File: src/hdl/vdt_pkg.sv
// Shared constants and the beat record that travels down the cell chain.
// No dependencies; imported by every module of the vector dominance table.
`default_nettype none
package vdt_pkg;

	localparam int MAX_ENTRIES = 64;
	localparam int MAX_DIMS    = 16;
	localparam int VALUE_WIDTH = 8;

	localparam int IDX_W = (MAX_DIMS > 1) ? $clog2(MAX_DIMS) : 1;
	localparam int POS_W = $clog2(MAX_DIMS + 1);

	// start-to-done distance: front register, one stage per cell, result register
	localparam int LATENCY = MAX_ENTRIES + 2;

	localparam logic ACT_ADD   = 1'b0;
	localparam logic ACT_QUERY = 1'b1;

	typedef struct packed {
		logic                   valid;
		logic                   first;      // component index zero
		logic                   in_dims;    // index below MAX_DIMS
		logic [IDX_W-1:0]       idx;
		logic [VALUE_WIDTH-1:0] value;
		logic                   last;
		logic                   action;
		logic                   nonzero;    // running: some component nonzero
		logic                   overlength; // running: past MAX_DIMS
		logic                   claimed;    // a free cell was passed
		logic                   dominated;  // a stored entry is <= query
	} beat_t;

endpackage
`default_nettype wire

File: src/hdl/vdt_cell.sv
// One table entry: its stored vector, valid flag and dominance bit. Updates
// from the passing beat and registers the beat for the next cell. Uses vdt_pkg.
`default_nettype none
module vdt_cell (
	input  wire logic           clk,
	input  wire logic           arst_n,
	input  wire vdt_pkg::beat_t beat_i,
	output vdt_pkg::beat_t      beat_o
);
	import vdt_pkg::*;

	logic [VALUE_WIDTH-1:0] comp_q [MAX_DIMS];
	logic                   valid_q;
	logic                   dom_q;
	beat_t                  beat_q;

	logic  le;
	logic  dom_next;
	logic  tail_nz;
	logic  free_hit;
	logic  capture;
	logic  commit;
	beat_t beat_d;

	always_comb begin
		le       = comp_q[beat_i.idx] <= beat_i.value;
		dom_next = beat_i.in_dims ? ((beat_i.first | dom_q) & le) : dom_q;
		// stored components past the query's end compare against zero
		tail_nz  = 1'b0;
		for (int d = 0; d < MAX_DIMS; d++) begin
			if (beat_i.in_dims && (IDX_W'(d) > beat_i.idx) && (comp_q[d] != '0)) begin
				tail_nz = 1'b1;
			end
		end
		free_hit = beat_i.valid & ~valid_q & ~beat_i.claimed;
		capture  = free_hit & beat_i.in_dims;
		commit   = free_hit & beat_i.last & (beat_i.action == ACT_ADD) & beat_i.nonzero;

		beat_d           = beat_i;
		beat_d.claimed   = beat_i.claimed | ~valid_q;
		beat_d.dominated = beat_i.dominated
			| (beat_i.last & valid_q & dom_next & ~tail_nz);
	end

	always_ff @(posedge clk or negedge arst_n) begin
		if (!arst_n) begin
			valid_q <= 1'b0;
			dom_q   <= 1'b1;
			beat_q  <= '0;
		end else begin
			beat_q <= beat_d;
			if (beat_i.valid) begin
				dom_q <= dom_next;
			end
			if (commit) begin
				valid_q <= 1'b1;
			end
		end
	end

	// entry payload, only written while the cell is free; the first
	// component zero fills the rest of the entry
	always_ff @(posedge clk) begin
		if (capture) begin
			for (int d = 0; d < MAX_DIMS; d++) begin
				if (IDX_W'(d) == beat_i.idx) begin
					comp_q[d] <= beat_i.value;
				end else if (beat_i.first) begin
					comp_q[d] <= '0;
				end
			end
		end
	end

	assign beat_o = beat_q;

endmodule
`default_nettype wire

File: config.mk
export PLATFORM = sky130hd
export DESIGN_NAME = vdt_cell
export DESIGN_NICKNAME = d
export VERILOG_FILES = /design/src/hdl/vdt_pkg.sv /design/src/hdl/vdt_cell.sv
export SDC_FILE = /design/constraint.sdc
export NUM_CORES = 1
export LEC_CHECK = 0
export ABC_AREA = 0
export BUFFER_PORTS_ARGS = -buffer_cell sky130_fd_sc_hd__buf_2
export CORE_ASPECT_RATIO = 2
export CORE_MARGIN = 1
export CORE_UTILIZATION = 40
export CTS_CLUSTER_SIZE = 14
export DETAILED_ROUTE_END_ITERATION = 7
export GPL_ROUTABILITY_DRIVEN = 0
export PLACE_DENSITY = 0.58
export SYNTH_ARGS = -nofsm -noshare
export SYNTH_HDL_FRONTEND = slang
export SYNTH_SLANG_ARGS = --single-unit
File: constraint.sdc
create_clock -name clk -period 3.2 [get_ports clk]
set_input_delay 0.64 -clock clk [delete_from_list [all_inputs] [get_ports clk]]
set_output_delay 0.64 -clock clk [all_outputs]
set_load 0.1 [all_outputs]
---- After elaboration in Yosys (flattened, before gate mapping) ----
Memories as Yosys holds them, arrays and structs flattened.
Cells that the tools add are included.
operators by class
  magnitude comparators ................... 17
  equal/unequal tests ..................... 15
  mux-type cells .......................... 130
  bitwise logic cells ..................... 33
  reduce and logical (&&, ||, !) cells .... 49
operators by type and width
  kind                count
  $mux 8              16
  $reduce_bool 8->1   16
  $mux 1              114
  $eq 4x4->1 const A  8
  $gt 4x4->1 const A  8
  $logic_and 1x1->1   32
  $or 1x1->1          19
  $eq 3x4->1 const A  4
  $gt 3x4->1 const A  4
  $and 1x1->1         10
  $eq 2x4->1 const A  2
  $gt 1x4->1 const A  2
  $gt 2x4->1 const A  2
  $le 8x8->1          1
  $eq 1x4->1 const A  1
  $logic_not 4->1     1
  $not 1->1           4
word-level totals
  bits in registers ....................... 23
  memory bits (writable) .................. 128
  input port bits ......................... 23
  memories kept ........................... 1
memory list
  memory  words  width  read ports  clocked after memory_dff  write ports  RTL line        text
  comp_q  16     8      17          0                         16           vdt_cell.sv:12  logic [VALUE_WIDTH-1:0] comp_q [MAX_DIMS];

---- Longest topological paths before layout ----
  depth in word-level cells ............... 22
  mapped depth ............................ 14
  gate-level depth less buffers ........... 12

---- Worst setup path before layout ----
Ideal clock, no wire load.
  kind .................................... input to register
  start ................................... in beat_i[14] (netlist name)
  end ..................................... reg beat_q, in the netlist beat_o[0]
  library setup time ...................... 77 ps
  arrival ................................. 2,909 ps
  setup slack ............................. 215 ps
  stages .................................. 14
  path buffers ............................ 2
  cells stage by stage .................... buf_6 -> buf_6 -> mux4_2 -> mux2i_1 -> nor2_1 -> a31oi_1 -> nand3_1 -> ha_1 -> nor2b_1 -> o21ai_0 -> a21oi_1 -> a211oi_1 -> o2111ai_1 -> o21ai_1
RTL lines
  element               RTL line        text
  start, declared       vdt_cell.sv:7   input wire vdt_pkg::beat_t beat_i,
  end signal, assigned  vdt_cell.sv:51  beat_q <= beat_d;
  end, declared         vdt_cell.sv:15  beat_t beat_q;

---- Final worst setup path ----
  start ................................... in beat_i[14] (netlist name)
  end ..................................... reg dom_q
between the ends
  longest elaborated chain between the ends .. 4
ends and longest elaborated chain
  element               RTL line        text
  $mem_v2 16x8          --
  $le 8x8->1            vdt_cell.sv:26  le = comp_q[beat_i.idx] <= beat_i.value;
  $and 1x1->1           vdt_cell.sv:27  dom_next = beat_i.in_dims ? ((beat_i.first | dom_q) & le) : dom_q;
  $mux 1                vdt_cell.sv:27
  end signal, assigned  vdt_cell.sv:53  dom_q <= dom_next;
  end, declared         vdt_cell.sv:14  logic dom_q;
No other way between the ends.
A chain may end at the register's enable or synchronous reset.

==> results.yml <==
place:
  hpwl_mm: 15.3
  place_area_sq_um: 7780
  port-buffer-count: 43
clock_network:
  clk_path_buf_depth: 2
  clock-root-buffer: "clkbuf_16"
  cts_buffers: 17
  cts_tree: "yes"
  cts_resized: 0
  holdBufCountCts: 0
  worst_skew_pair.late_latency_ps: 420
  cts.sink_count: 151
  ctsHtreeMaxLevel: 4
  path_clk_slew_ps: 60
  post_cts_buffers: 0
sta:
  fin_crit_sh_pct: 95.1
  worst_pin_slew_ps: 778
  hold_viol_final: 0
  drv_slew: 0
  layout_min_cycle_time_ps: 3040
  fin_worst_skew_ps: 4.56
  finalSetupViolCount: 0
  fmax_mhz: 329
  slew-limit-headroom_pct: 48.0
  setup_tns_ps: 0
  timing.hold.ws_ps: 173
  grt_setup_unrepaired: "no"
die:
  dieArea_sq_um: 18500
  rows: 69
  ios: 44
  fp.dieW_microns: 96.8
  coreArea_sq_um: 17700
  die_h_microns: 192
  start_util_pct: 40.6
layout:
  syn_to_final_growth_pct: 16.6
  antenna_cells: 0
  design_area_sq_um: 8380
  drive_gt1_share_pct: 22.5
  nFillCells: 1534
  fin_nets: 636
power:
  p_per_area_nw_per_um2: 565
  pwr-share-comb_pct: 11.5
  pwr-share-seq_pct: 46.7
  power_switching_share_pct: 25.2
  fin_total_pwr_mw: 4.73
  p_int_mw: 3.54
  p_switching_mw: 1.19
  p_leak_nw: 2.95
  clkPwrFrac_pct: 41.8
  max-vdd-ir-drop_v: 0.000343
detailed_routing:
  remaining_drc_errors: 0
  postRouteWirelength_mm: 21.7
  routedWlPerCell_microns: 26.1
  vias_per_cell: 5.95
  dr.pass1.iters: 5
  drt_iter0_markers: 405
  vias: 4942
  ant_nets: 0
synth:
  synthCells: 542
  ys_warn_count: 0
  syn_avg_cell_area_sq_um: 13.3
  ys_seq_area_share_pct: 60.4
  ys_types: 49
  netlist.area_leader.share_pct: 50.1
  synth_area_sq_um: 7190
  syn_nets: 573
  ys_ff_latch: 151
  ys.flop_type: "edfxtp_1"
  async_flop_share_pct: 15.2
  synth_top_cell_by_area: "edfxtp_1"
  synth_area_leaders: "edfxtp_1 50%, and2_1 10%, dfrtp_1 7.7%"
  synth_edf_count: 120
setup_path:
  end_kind: "flip-flop"
  r2r_start: "comp_q[0][6]"
  cp_data_required_time_ps: 3550
  startpoint: "beat_i[14]"
  worst_r2r_endpoint: "dom_q"
  rr_worst_depth: 13
  path_cells: "buf_2 > buf_12 > buf_4 > mux4_2 > a31oi_1 > nand3_1 > ha_1 > and3_1 > o21ai_0 > a21oi_1 > a211oi_2 > buf_4 > o32a_1"
  startpoint_type: "input port"
  cp-endpoint: "dom_q"
  reg2reg_slack_ps: 280
  path_max_fanout: 17
  critical_path_class: "input port to flip-flop"
  crit_top_cell: "buf_4"
  slowest_delay_ps: 520
  crit_slowest_cell: "mux4_2"
  worstPathArrival_ps: 3400
flow_run:
  maxCapViolations: 0
global_routing:
  grt_pass1_wl_mm: 32.4
  grt_max_degree: 28
  grt_pass1_vias: 5248
  grt.total_usage_pct: 24.4
  antenna_found_initial: 0
  grt_overflow: 0
outcome:
  status: "complete, no violations"
worst_hold_path:
  hold_path_class: "input port to async pin"
## cell families (layout without fill, tap and decap cells)
kind of cell | count (synthesis) | count (layout) | synth area share [%]
AO/OA/AOI/OAI | 92 | 92 | 8.55
adder cells (fa/ha/maj) | 8 | 8 | 1.39
flip-flops | 151 | 151 | 60.4
multiplexers | 37 | 37 | 9.38
AND/OR/NAND/NOR | 214 | 214 | 17.7
buffers and inverters | 40 | 116 | 2.61
## layout make-up
type | instances | area [sq um] | share of cell area [%]
timing repair buffer | 76 | 488 | 5.82
tap | 213 | 267 | 3.18
clock buffer | 23 | 532 | 6.35
inverter | 8 | 30.0 | 0.358
clock inverter | 9 | 58.8 | 0.702
multi-input combinational | 351 | 2660 | 31.8
sequential | 151 | 4340 | 51.8
## registers in the layout (all words and copies together), names as in the netlist
signal	count
comp_q	128
beat_o	21
dom_q	1
valid_q	1
## worst min path at each step
stage	to	slack, ps	cells after the start
finish	beat_o[5]	170	1
global route	beat_o[5]	210	1
CTS	beat_o[3]	180	1
detailed placement	comp_q[8][4]	490	1
global placement	comp_q[8][4]	490	1
floorplan	beat_o[0]	340	0
## per-stage QoR
step | cells | setup WS, ps | util [%]
2_1_floorplan | 542 | 215 | -
3_3_place_gp | 799 | -187 | 44.0
3_5_place_dp | 799 | -274 | 44.0
4_1_cts | 831 | 164 | 47.3
5_1_grt | 831 | 29.6 | 47.3
6_report | 831 | 156 | 47.3
## Yosys cell counts, types with 2 or more instances
master	instances
dfrtp_1	22
nor2_1	28
and2_1	115
a21o_1	2
or4_1	4
dfxtp_1	8
o21a_1	12
nand3_1	8
nor2b_1	4
clkbuf_1	15
mux2i_1	13
mux4_2	23
nand2b_1	6
nor4_1	27
a22o_1	3
a21oi_1	18
o21ai_0	5
buf_2	12
nand2_1	9
a211oi_1	3
o31ai_1	2
a22oi_1	16
nor3_1	2
ha_1	8
edfxtp_1	120
buf_1	2
buf_6	3
o21ai_1	14
a31oi_1	8
inv_1	8
and3_1	4
## power by group through the flow
stage,Clock (mW),Sequential [mW],Combinational [mW]
after floorplan,0,2.35,0.248
after global placement,0,2.25,0.529
after detailed placement,0,2.25,0.538
after CTS,2.00,2.21,0.540
after global routing,2.08,2.21,0.576
final,1.98,2.21,0.544
## critical path: cells and delay by family
kind                     cells  cell delay, ps
adder cells (fa/ha/maj)      1             310
AND/OR/NAND/NOR              2             290
buffers and inverters        4             650
AO/OA/AOI/OAI                5             970
multiplexers                 1             520
## layout by cell type (no fill, tap or decap), types with 3 or more instances in the layout
| cell type | n |
|---|---|
| nor2_1 | 28 |
| mux2i_1 | 13 |
| nand2b_1 | 6 |
| or4_1 | 4 |
| a22oi_1 | 16 |
| a21oi_1 | 18 |
| and2_1 | 115 |
| mux4_2 | 23 |
| a31oi_1 | 8 |
| dfxtp_1 | 8 |
| a22o_1 | 3 |
| o21a_1 | 12 |
| nor2b_1 | 4 |
| nand3_1 | 8 |
| buf_4 | 31 |
| buf_2 | 43 |
| o21ai_1 | 15 |
| dfrtp_1 | 22 |
| edfxtp_1 | 120 |
| nor4_1 | 27 |
| and3_1 | 4 |
| nand2_1 | 9 |
| o21ai_0 | 4 |
| inv_1 | 8 |
| clkbuf_16 | 20 |
| ha_1 | 8 |
| clkinv_2 | 4 |
## metal layers
layer | wire length, microns | track usage [%] | vias to the layer above
met5 | 0 | 0 | -
met4 | 1790 | 19.7 | 0
met3 | 1090 | 4.17 | 87
met2 | 11600 | 44.5 | 223
met1 | 7190 | 24.1 | 2454
li1 | - | - | 2178
No activity file was read; power rests on OpenSTA's default activity.
