<file path="config.mk">
export PLATFORM = sky130hd
export DESIGN_NAME = vdt_front
export DESIGN_NICKNAME = d
export VERILOG_FILES = /design/src/hdl/vdt_pkg.sv /design/src/hdl/vdt_front.sv
export SDC_FILE = /design/constraint.sdc
export NUM_CORES = 1
export LEC_CHECK = 0
export ABC_AREA = 1
export BUFFER_PORTS_ARGS = -buffer_cell sky130_fd_sc_hd__buf_2
export CAP_MARGIN = 5
export CORE_MARGIN = 5
export CORE_UTILIZATION = 35
export DETAILED_ROUTE_END_ITERATION = 7
export PLACE_DENSITY = 0.63
export SLEW_MARGIN = 20
export SYNTH_ARGS = -nofsm -noshare
export SYNTH_HDL_FRONTEND = slang
export SYNTH_SLANG_ARGS = --single-unit
</file>
<file path="constraint.sdc">
create_clock -name clk -period 1.75 [get_ports clk]
set_input_delay 0.2625 -clock clk [delete_from_list [all_inputs] [get_ports clk]]
set_output_delay 0.2625 -clock clk [all_outputs]
set_load 0.02 [all_outputs]
</file>
<file path="src/hdl/vdt_pkg.sv">
// Shared constants and the beat record that travels down the cell chain.
// No dependencies; imported by every module of the vector dominance table.
`default_nettype none
package vdt_pkg;

	localparam int MAX_ENTRIES = 64;
	localparam int MAX_DIMS    = 16;
	localparam int VALUE_WIDTH = 8;

	localparam int IDX_W = (MAX_DIMS > 1) ? $clog2(MAX_DIMS) : 1;
	localparam int POS_W = $clog2(MAX_DIMS + 1);

	// start-to-done distance: front register, one stage per cell, result register
	localparam int LATENCY = MAX_ENTRIES + 2;

	localparam logic ACT_ADD   = 1'b0;
	localparam logic ACT_QUERY = 1'b1;

	typedef struct packed {
		logic                   valid;
		logic                   first;      // component index zero
		logic                   in_dims;    // index below MAX_DIMS
		logic [IDX_W-1:0]       idx;
		logic [VALUE_WIDTH-1:0] value;
		logic                   last;
		logic                   action;
		logic                   nonzero;    // running: some component nonzero
		logic                   overlength; // running: past MAX_DIMS
		logic                   claimed;    // a free cell was passed
		logic                   dominated;  // a stored entry is <= query
	} beat_t;

endpackage
`default_nettype wire

</file>
<file path="src/hdl/vdt_front.sv">
// Input stage: tracks the component position and per-vector flags, and
// launches one beat per accepted item into the cell chain. Uses vdt_pkg.
`default_nettype none
module vdt_front (
	input  wire logic                           clk,
	input  wire logic                           arst_n,
	input  wire logic                           accept,
	input  wire logic                           action,
	input  wire logic [vdt_pkg::VALUE_WIDTH-1:0] element_value,
	input  wire logic                           is_last,
	output vdt_pkg::beat_t                      beat_o
);
	import vdt_pkg::*;

	logic [POS_W-1:0] pos_q;
	logic             nz_q;
	logic             ovl_q;
	beat_t            beat_q;

	logic in_dims;
	logic nonzero;
	logic overlength;

	assign in_dims    = pos_q < POS_W'(MAX_DIMS);
	assign nonzero    = nz_q | (in_dims & (element_value != '0));
	assign overlength = ovl_q | ~in_dims;

	always_ff @(posedge clk or negedge arst_n) begin
		if (!arst_n) begin
			pos_q  <= '0;
			nz_q   <= 1'b0;
			ovl_q  <= 1'b0;
			beat_q <= '0;
		end else begin
			beat_q.valid <= accept;
			if (accept) begin
				beat_q.first      <= pos_q == '0;
				beat_q.in_dims    <= in_dims;
				beat_q.idx        <= pos_q[IDX_W-1:0];
				beat_q.value      <= element_value;
				beat_q.last       <= is_last;
				beat_q.action     <= action;
				beat_q.nonzero    <= nonzero;
				beat_q.overlength <= overlength;
				beat_q.claimed    <= 1'b0;
				beat_q.dominated  <= 1'b0;
				if (is_last) begin
					pos_q <= '0;
					nz_q  <= 1'b0;
					ovl_q <= 1'b0;
				end else begin
					if (in_dims) begin
						pos_q <= pos_q + POS_W'(1);
					end
					nz_q  <= nonzero;
					ovl_q <= overlength;
				end
			end
		end
	end

	assign beat_o = beat_q;

endmodule
`default_nettype wire

</file>
[After elaboration in Yosys (flattened, before gate mapping)]
Cells that the tools add are included.
Storage, ports and cells
  register bits after elaboration: 26
  input port bits: 13
  output and inout bits: 21
  word-level logic and storage cells: 26
Cells by class
  $add $sub $neg: 1
  magnitude comparators: 1
  muxes and demuxes: 4
  bitwise logic cells: 4
  reduce and logical (&&, ||, !) cells: 4
Operator list (number)
  $mux 5: 2
  $reduce_bool 8->1: 1
  $add 5x1->5 const B: 1
  $logic_not 5->1: 1
  $lt 5x5->1 const B: 1
  $mux 1: 2
  $or 1x1->1: 2
  $reduce_and 2->1: 1
  $reduce_bool 2->1: 1
  $and 1x1->1: 1
  $not 1->1: 1

[Logic depth before layout (Yosys ltp)]
Gate-level depths: netlist of run 1.
  depth in word-level cells: 4
  gate-level depth with buffers: 7
  gate-level depth less buffers: 7

[Least setup slack after synthesis of run 1]
OpenSTA, ideal clock, no wires.
  path type: reg-to-reg
  start point: register pos_q[0]
  end point: register pos_q[1]
  library setup time: 0.127 ns
  data arrival time: 0.819 ns
  required time: 1.623 ns
  path slack: 0.804 ns
  stages on the path, launching flop included: 5
  buffers on the path: 0
  period minus slack after synthesis: 0.946 ns
  cells stage by stage: dfrtp_1 -> inv_1 -> ha_1 -> nand3_1 -> o21ai_0
On the way
  longest elaborated chain between the ends: 3
  elaborated cells on any way between the ends: 6
  those cells by class: add/sub: 1; order compare: 1; mux: 2; reduce/logical: 2
Ends and longest elaborated chain
  start, declared: line vdt_front.sv:15  | logic [POS_W-1:0] pos_q;
  start signal, assigned: line vdt_front.sv:53  | pos_q <= pos_q + POS_W'(1);
  $add 5x1->5 / $lt 5x5->1 (equally long branches): line vdt_front.sv:53, vdt_front.sv:24
  $mux 5 / $reduce_bool 2->1 (equally long branches)
  $mux 5 / $reduce_and 2->1 (equally long branches)
Parallel ways exist; a longest one is shown, timed or not. The select of a mux whose other input is x is not followed.
A chain may end at the register's enable or synchronous reset.

[Final worst setup path of run 1]
  start point: register beat_q, in the netlist beat_o[3]
  end point: output beat_o[3] in the netlist's numbering
RTL lines
  start, declared: line vdt_front.sv:18  | beat_t beat_q;
  end, declared: line vdt_front.sv:11  | output vdt_pkg::beat_t beat_o
No word-level cell between the ends.

==> results.tsv, run 1 <==
stage	metric	value	unit
status	status	finished, final reports clean	
global_routing	grt_pass1_wl	3.54	mm
sta	fin_crit	1160	ps
sta	fin_tns_setup	0	ps
logic_synthesis	ys_seq_elements	26	
routing	drc	0	
logic_synthesis	synth_cells	126	
routing	wl	2.14	mm
routing	wl_per_cell	10.7	µm
floorplanning	start_util	0.370	
sta	finalSetupViolCount	0	
logic_synthesis	synth-warning-count	0	
routing	via_count	862	
sta	fin_crit_sh	0.661	
clock_network	numCtsBuffers	3	
global_routing	grt_max_degree	30	
floorplanning	row_count	20	
finish	num_antenna_cells	0	
clock_network	htreeDepth	1	
logic_synthesis	synth_top_cell_by_area	dfrtp_1	
setup_path	worstPathMaxFanout	2	
finish	mostFrequentLayoutCell	nand2_1	
floorplanning	core_area	3100	µm²
logic_synthesis	synth-xor-area-share	0	
sta	skew	3.48	ps
setup_path	crit_family	flip-flops	
finish	syn_to_final_growth	17.7	%
setup_path	cp.arrival	890	ps
min_path	hold_path.class	in2reg	
logic_synthesis	synth_top_family_by_area	simple AND/OR/NAND/NOR gates	
routing	drt-initial-drc-count	52	
clock_network	ctsHoldBuffers	1	
floorplanning	io_pins	34	
clock_network	clock-sinks	26	
logic_synthesis	synthAdderAreaFrac	0.0218	
clock_network	postCtsSetupRepairBufs	0	
sta	slew_viol_final	0	
clock_network	clk_path_buf_depth	2	
sta	max-slew-margin-rel	0.626	
pwr	cellPowerDensity	895	nW/µm²
logic_synthesis	synth_cell_type_count	18	
clock_network	clk_pin_slew	130	ps
global_routing	antenna_found_initial	0	
logic_synthesis	synth.avg_cell_area	9.11	µm²
placed_design	gp_congestion	0.743	
finish	nNetsFinal	173	
placed_design	portBuffers	31	
setup_path	slowest_delay	420	ps
finish	final_layout_size_suffix_gt1_frac	0.293	
setup_path	crit_required	1490	ps
setup_path	crit_chain	buf_2	
clock_network	cts_root_buffer	clkbuf_4	
logic_synthesis	synth_area	1150	µm²
sta	hold_viol	0	
setup_path	slowest_stage	dfrtp_1	
logic_synthesis	synth_top_area_share	0.567	
floorplanning	die_x	67.3	µm
sta	tightestPinTransition	561	ps
placed_design	numPlacedInstances	196	
routing	via_per_inst	4.29	
sta	rsz0062_at_grt	no	
logic_synthesis	synth_compound_area_frac	0.103	
logic_synthesis	synthMuxAreaShare	0	
clock_network	cts_tree	done	
global_routing	grtUsageTotal	0.101	
routing	ant_nets	0	
setup_path	endpoint_kind	output port	
pwr	finalPower	0.00121	W
finish	final_cells	201	
pwr	power.leakage	0.739	nW
logic_synthesis	yosysSeqAreaShare	0.567	
global_routing	grt-ovfl-total	0	
placed_design	hpwl	1.63	mm
clock_network	cts.repair.resized	0	
routing	drt-pass1-iter-count	4	
clock_network	worstSkewPairLatency	310	ps
floorplanning	die_h	67.3	µm
logic_synthesis	synth_simple_gate_area_frac	0.196	
logic_synthesis	synth.area.top_cells	dfrtp_1 57%, nand2_1 12%, inv_1 5.2%	
floorplanning	die_area	4520	µm²
pwr	peakVddDrop	530	µV
job	cap_violations	0	
setup_path	path_class	reg2out	
global_routing	grt_pass1_vias	843	
finish	final_cell_mix	37 x nand2_1, 31 x buf_2, 26 x dfrtp_1	
sta	max_clock_freq	865	MHz
setup_path	startpoint_type	flop	
setup_path	crit_buf_inv	1	
sta	whs	139	ps
-- sequential cells by signal, indices dropped and copies added (netlist names) --
signal  count
nz_q        1
pos_q       5
ovl_q       1
beat_o     19
-- metrics by stage --
stage	setup WS (ps)	instance area, µm²	util
2_1_floorplan	804	1150	-
3_3_place_gp	645	1300	0.420
3_5_place_dp	626	1300	0.420
4_1_cts	579	1350	0.435
5_1_grt	543	1350	0.435
6_report	594	1350	0.435
-- area by class of cell --
class | count | area [µm²]
Tap cell | 44 | 55.1
Inverter | 18 | 67.6
Fill cell | 323 | 1750
Timing Repair Buffer | 32 | 165
Clock buffer | 4 | 36.3
Multi-Input combinational cell | 77 | 375
Sequential cell | 26 | 651
-- metal layers --
layer | part of all wire | GRT usage | vias to the layer above
met5 | 0 | 0 | -
met4 | 0.0042 | 0.0152 | 0
met3 | 0.098 | 0.0399 | 2
met2 | 0.45 | 0.178 | 28
met1 | 0.45 | 0.117 | 387
li1 | - | - | 445
-- synthesized netlist by cell type --
master / number
a21oi_1: 4
buf_2: 1
buf_4: 2
buf_6: 2
buf_8: 1
conb_1: 1
dfrtp_1: 26
ha_1: 2
inv_1: 16
inv_2: 2
nand2_1: 37
nand2_2: 2
nand2_4: 1
nand3_1: 8
nor2_1: 6
o21ai_0: 8
o21ai_1: 1
o21ai_2: 6
-- cells by family (layout without fill, tap and decap cells) --
logic type / after synthesis / count (layout)
simple gates: 54 / 54
flops: 26 / 26
buf+inv: 24 / 54
compound gates: 19 / 19
fa+ha+maj: 2 / 2
other cells: 1 / 2
-- final timing paths --
kind,cells past startpoint,endpoint,from,slack [ps]
max,1,beat_o[3],beat_o[3]$_DFFE_PN0P_,590
min,2,pos_q[4]$_DFFE_PN0P_,is_last,140
max reg2reg,4,pos_q[1]$_DFFE_PN0P_,pos_q[0]$_DFFE_PN0P_,700
min reg2reg,2,beat_o[18]$_DFFE_PN0P_,beat_o[18]$_DFFE_PN0P_,490
max in group asynchronous,2,beat_o[5]$_DFFE_PN0P_,arst_n,920
min in group asynchronous,2,beat_o[7]$_DFFE_PN0P_,arst_n,460
-- power breakdown --
part	internal, W	switching [W]	total [W]
Clock	0.000127	0.000168	0.000295
Sequential	0.000653	0.0000290	0.000682
Combinational	0.0000761	0.000156	0.000232
Total	0.000856	0.000352	0.00121
Power figures use the tool's default switching activity.
==> run 2: changes to the inputs <==
--- a/config.mk
+++ b/config.mk
@@ -11,7 +11,7 @@
 export CORE_MARGIN = 5
 export CORE_UTILIZATION = 35
 export DETAILED_ROUTE_END_ITERATION = 7
-export PLACE_DENSITY = 0.63
+export PLACE_DENSITY = 0.65
 export SLEW_MARGIN = 20
 export SYNTH_ARGS = -nofsm -noshare
 export SYNTH_HDL_FRONTEND = slang
==> constraint.sdc (replaced) <==
create_clock -name clk -period 0.95 [get_ports clk]
set_input_delay 0.1425 -clock clk [delete_from_list [all_inputs] [get_ports clk]]
set_output_delay 0.1425 -clock clk [all_outputs]
set_load 0.02 [all_outputs]
==> run 2 against run 1 <==
The run now ends with negative setup slack left. Final area grew 30%. Combinational power grew to 3.1 times the previous value. Critical path type unchanged. Final cell count grew 11%. Clock-buffer cell count shrank 1. Core utilization grew 13 points. Clock power grew 53%. Wire length grew 24%. Highest routed layer unchanged. Register-to-register slack lost 710 ps. Sequential power grew 88%. Worst hold slack lost 120 ps.
==> results.tsv, run 2 (synthesis results as in run 1) <==
stage	metric	value	unit	change
status	status	complete, but fails checks		
status	violations	negative setup slack		
clock_network	cts_tree	done		
clock_network	htreeDepth	1		unchanged
finish	final_cell_mix	36 x nand2_1, 25 x dfrtp_1, 21 x buf_4		
finish	syn_to_final_growth	53.0	%	
placed_design	hpwl	1.72	mm	+5.6%
setup_path	slowest_stage	dfrtp_1		
routing	via_per_inst	4.45		+3.8%
placed_design	placed_cell_area	1370	µm²	+5.4%
setup_path	slowest_delay	420	ps	about the same
clock_network	clk_path_buf_depth	2		unchanged
global_routing	grt_max_degree	27		-10%
clock_network	clock-sinks	26		unchanged
finish	utilization	0.566		+0.131
floorplanning	row_count	20		unchanged
pwr	power.leakage	0.900	nW	+22%
setup_path	crit_chain	buf_6		
floorplanning	io_pins	34		unchanged
placed_design	portBuffers	31		unchanged
sta	fin_crit_sh	1.06		
sta	slew_viol_final	0		unchanged
finish	largest_register_ffs	19		unchanged
sta	skew	3.26	ps	-0.222 ps
floorplanning	die_area	4520	µm²	unchanged
routing	drc	0		unchanged
sta	worst_slack	-61.4	ps	-655 ps
sta	max_clock_freq	989	MHz	
sta	rsz0062_at_grt	yes		
routing	drt-pass1-iter-count	4		unchanged
routing	wl	2.66	mm	+24%
floorplanning	start_util	0.370		unchanged
global_routing	grt_pass1_vias	980		+16%
routing	wl_per_cell	11.9	µm	+11%
setup_path	crit_required	810	ps	-680 ps
global_routing	grt-ovfl-total	0		unchanged
placed_design	gp_congestion	0.725		-2.5%
clock_network	cts_root_buffer	clkbuf_4		
clock_network	worstSkewPairLatency	310	ps	about the same
global_routing	grtUsageTotal	0.123		+0.0226
sta	hold_viol	0		unchanged
floorplanning	core_area	3100	µm²	unchanged
routing	drt-initial-drc-count	43		-17%
pwr	peakVddDrop	875	µV	+65%
finish	final_layout_size_suffix_gt1_frac	0.483		+0.190
clock_network	numCtsBuffers	3		unchanged
pwr	finalPower	0.00245	W	+100%
floorplanning	die_h	67.3	µm	unchanged
global_routing	grt_pass1_wl	4.26	mm	+20%
job	cap_violations	0		unchanged
setup_path	crit_buf_inv	1		unchanged
finish	fillers	287		-11%
setup_path	endpoint_kind	output port		
setup_path	worstPathMaxFanout	2		unchanged
sta	whs	15.5	ps	-123 ps
global_routing	antenna_found_initial	0		unchanged
setup_path	path_class	reg2out		
setup_path	startpoint_type	flop		
clock_network	clk_pin_slew	130	ps	about the same
finish	nNetsFinal	197		+14%
min_path	hold_path.class	in2reg		
finish	num_antenna_cells	0		unchanged
setup_path	cp.arrival	870	ps	-20 ps
routing	ant_nets	0		unchanged
floorplanning	die_x	67.3	µm	unchanged
pwr	cellPowerDensity	1390	nW/µm²	+56%
sta	finalSetupViolCount	21		+21
finish	mostFrequentLayoutCell	nand2_1		
routing	via_count	997		+16%
sta	fin_crit	1010	ps	
setup_path	crit_family	flip-flops		
finish	fin_area	1760	µm²	+30%
placed_design	place_ws	-78.6	ps	-705 ps
==> run 2: final timing paths <==
kind,cells after the start,end,from,slack (ps)
max,1,beat_o[2],beat_o[2]$_DFFE_PN0P_,-60
min,2,pos_q[4]$_DFFE_PN0P_,is_last,20
max reg2reg,4,pos_q[1]$_DFFE_PN0P_,pos_q[0]$_DFFE_PN0P_,-10
min reg2reg,2,beat_o[4]$_DFFE_PN0P_,beat_o[4]$_DFFE_PN0P_,510
max in group asynchronous,3,pos_q[1]$_DFFE_PN0P_,arst_n,510
min in group asynchronous,3,beat_o[19]$_DFFE_PN0P_,arst_n,290
==> run 2: metrics by stage <==
| stage | std cells | setup TNS [ps] |
|---|---|---|
| 6_report | 224 | -1020 |
| 3_5_place_dp | 202 | -134 |
| 3_3_place_gp | 202 | 0 |
| 5_1_grt | 224 | -2090 |
| 2_1_floorplan | 127 | 0 |
| 4_1_cts | 216 | -1230 |
==> run 2: layout make-up <==
class / count / area (µm²) / area share
Timing Repair Buffer: 56 / 493 / 0.281
Tap cell: 44 / 55.1 / 0.0314
Multi-Input combinational cell: 77 / 460 / 0.262
Inverter: 18 / 72.6 / 0.0413
Clock buffer: 3 / 22.5 / 0.0128
Sequential cell: 26 / 652 / 0.371
==> run 2: timing repair <==
| action | in CTS | in global routing |
|---|---|---|
| pin swaps | 2 | 6 |
| endpoints found under the hold margin | 26 | 0 |
| hold buffers | 1 | 0 |
| resized for setup | 49 | 18 |
| endpoints found under the setup margin | 23 | 26 |
| buffers inserted | 10 | 8 |
==> run 2: power breakdown <==
group | switching [W] | internal, W | leakage (nW)
registers | 0.0000777 | 0.00120 | 0.324
logic | 0.000349 | 0.000364 | 0.561
clock network | 0.000304 | 0.000149 | 0.0138
==> run 2: worst register-to-register path, cell delays in order (launching register included) <==
cell and delay (ps):
dfrtp_1 450, inv_2 80, ha_4 260, nand3_2 60, o21ai_2 60
==> run 2: metal layers <==
| metal | GRT usage | routed length [µm] | share of wire |
|---|---|---|---|
| met1 | 0.147 | 1100 | 0.41 |
| met3 | 0.0349 | 171 | 0.064 |
| met5 | 0 | 0 | 0 |
| met2 | 0.222 | 1350 | 0.51 |
| met4 | 0.0228 | 36 | 0.014 |
==> run 3: changes to the inputs <==
--- a/config.mk
+++ b/config.mk
@@ -11,6 +11,7 @@
 export CORE_MARGIN = 5
 export CORE_UTILIZATION = 35
 export DETAILED_ROUTE_END_ITERATION = 7
+export MAX_ROUTING_LAYER = met4
 export PLACE_DENSITY = 0.65
 export SLEW_MARGIN = 20
 export SYNTH_ARGS = -nofsm -noshare
==> run 3 against run 2 <==
The run still ends with negative setup slack left. Final cell count unchanged. Clock power barely moved. Register-to-register slack about the same. Clock skew about the same. Non-clock buffer count unchanged. Worst hold slack got worse by 1.2 ps. Global-route usage increased by 0.36 points. Final area stayed put. Largest cell class unchanged. Highest routed layer unchanged.
==> results.tsv, run 3 (synthesis results as in run 1) <==
stage	metric	value	unit	change
status	status	complete, but fails checks		
status	violations	negative setup slack		
floorplanning	die_area	4520	µm²	unchanged
sta	finalSetupViolCount	21		unchanged
finish	syn_to_final_growth	53.0	%	unchanged
floorplanning	row_count	20		unchanged
floorplanning	die_h	67.3	µm	unchanged
sta	worst_slack	-62.6	ps	-1.20 ps
setup_path	endpoint_kind	output port		
sta	skew	3.19	ps	-0.0696 ps
setup_path	startpoint_type	flop		
clock_network	worstSkewPairLatency	320	ps	about the same
setup_path	slowest_delay	420	ps	about the same
setup_path	crit_buf_inv	1		unchanged
finish	fillers	287		unchanged
clock_network	cts_root_buffer	clkbuf_4		
setup_path	path_class	reg2out		
sta	fin_crit	1010	ps	+1.20 ps
setup_path	crit_family	flip-flops		
setup_path	cp.arrival	870	ps	about the same
min_path	hold_path.class	in2reg		
pwr	power.leakage	0.900	nW	unchanged
sta	rsz0062_at_grt	yes		
sta	max_clock_freq	988	MHz	-0.12%
sta	slew_viol_final	0		unchanged
routing	ant_nets	0		unchanged
global_routing	grt_pass1_vias	979		-0.10%
placed_design	portBuffers	31		unchanged
setup_path	slowest_stage	dfrtp_1		
pwr	peakVddDrop	876	µV	+0.15%
pwr	cellPowerDensity	1400	nW/µm²	about the same
finish	num_antenna_cells	0		unchanged
finish	largest_register_ffs	19		unchanged
floorplanning	die_x	67.3	µm	unchanged
routing	wl	2.66	mm	+0.15%
job	cap_violations	0		unchanged
routing	wl_per_cell	11.9	µm	+0.15%
routing	drt-pass1-iter-count	4		unchanged
clock_network	htreeDepth	1		unchanged
setup_path	crit_required	810	ps	about the same
global_routing	antenna_found_initial	0		unchanged
placed_design	gp_congestion	0.733		+1.2%
sta	fin_crit_sh	1.07		+0.00126
clock_network	clock-sinks	26		unchanged
routing	drt-initial-drc-count	46		+7.0%
floorplanning	core_area	3100	µm²	unchanged
finish	nNetsFinal	197		unchanged
finish	final_cell_mix	36 x nand2_1, 25 x dfrtp_1, 21 x buf_4		
clock_network	cts_tree	done		
clock_network	clk_pin_slew	130	ps	about the same
global_routing	grt_max_degree	27		unchanged
global_routing	grt-ovfl-total	0		unchanged
floorplanning	io_pins	34		unchanged
sta	fin_tns_setup	-1050	ps	-23.7 ps
setup_path	worstPathMaxFanout	2		unchanged
finish	final_cells	224		unchanged
clock_network	clk_path_buf_depth	2		unchanged
global_routing	grt_pass1_wl	4.26	mm	+0.16%
finish	mostFrequentLayoutCell	nand2_1		
routing	drc	0		unchanged
finish	final_layout_size_suffix_gt1_frac	0.483		unchanged
placed_design	hpwl	1.72	mm	unchanged
global_routing	grtUsageTotal	0.127		+0.00356
sta	hold_viol	0		unchanged
clock_network	numCtsBuffers	3		unchanged
setup_path	crit_chain	buf_6		
floorplanning	start_util	0.370		unchanged
routing	via_per_inst	4.45		-0.10%
routing	via_count	996		-0.10%
placed_design	numPlacedInstances	202		unchanged
## run 3: cell counts in the layout (fill, tap and decap cells not counted)
No cell type changed its count.
## run 3: metal layers
metal	vias up	wire length, µm	global-route usage
met2	35	1350	0.222
met5	-	0	-
met1	460	1100	0.147
met4	0	36	0.0228
met3	4	175	0.0349
li1	497	-	-
## run 3: cell type report
type                    count  area, µm²  area share
clock buffers               3       22.5      0.0128
inverters                  18       72.6      0.0413
multi-input cells          77        460       0.262
flip-flops and latches     26        652       0.371
well taps                  44       55.1      0.0314
repair buffers             56        493       0.281
## run 3: through the flow
stage | power, W | setup WS [ps] | utilization | area (µm²) | hold slack [ps]
after floorplan | 0.00156 | 3.70 | - | 1150 | -153
after global placement | 0.00175 | 1.84 | 0.443 | 1370 | 94.2
after detailed placement | 0.00176 | -78.6 | 0.443 | 1370 | 94.2
after CTS | 0.00241 | -73.9 | 0.527 | 1640 | 14.3
after global routing | 0.00259 | -114 | 0.566 | 1760 | 9.60
final | 0.00245 | -62.6 | 0.566 | 1760 | 14.3
## run 3: timing repair
item,in CTS,in global routing
hold buffers,1,0
pin swaps,2,6
resized for setup,49,18
gates cloned,0,0
buffers inserted,10,8
hold endpoints to repair,26,0
setup endpoints to repair,23,26
## run 3: worst paths after layout
path                            cells after the start                      to                  start  slack, ps
worst min register to register                      2   beat_o[4]$_DFFE_PN0P_  beat_o[4]$_DFFE_PN0P_        510
min in group asynchronous                           3  beat_o[19]$_DFFE_PN0P_                 arst_n        290
max in group asynchronous                           3    pos_q[1]$_DFFE_PN0P_                 arst_n        510
worst max register to register                      4    pos_q[1]$_DFFE_PN0P_   pos_q[0]$_DFFE_PN0P_        -10
worst min-delay path                                2    pos_q[4]$_DFFE_PN0P_                is_last         10
worst max-delay path                                1               beat_o[2]  beat_o[2]$_DFFE_PN0P_        -60
## run 3: power breakdown
| group | internal (W) | switching (W) |
|---|---|---|
| Clock | 0.000149 | 0.000305 |
| Sequential | 0.00120 | 0.0000777 |
| Combinational | 0.000364 | 0.000349 |
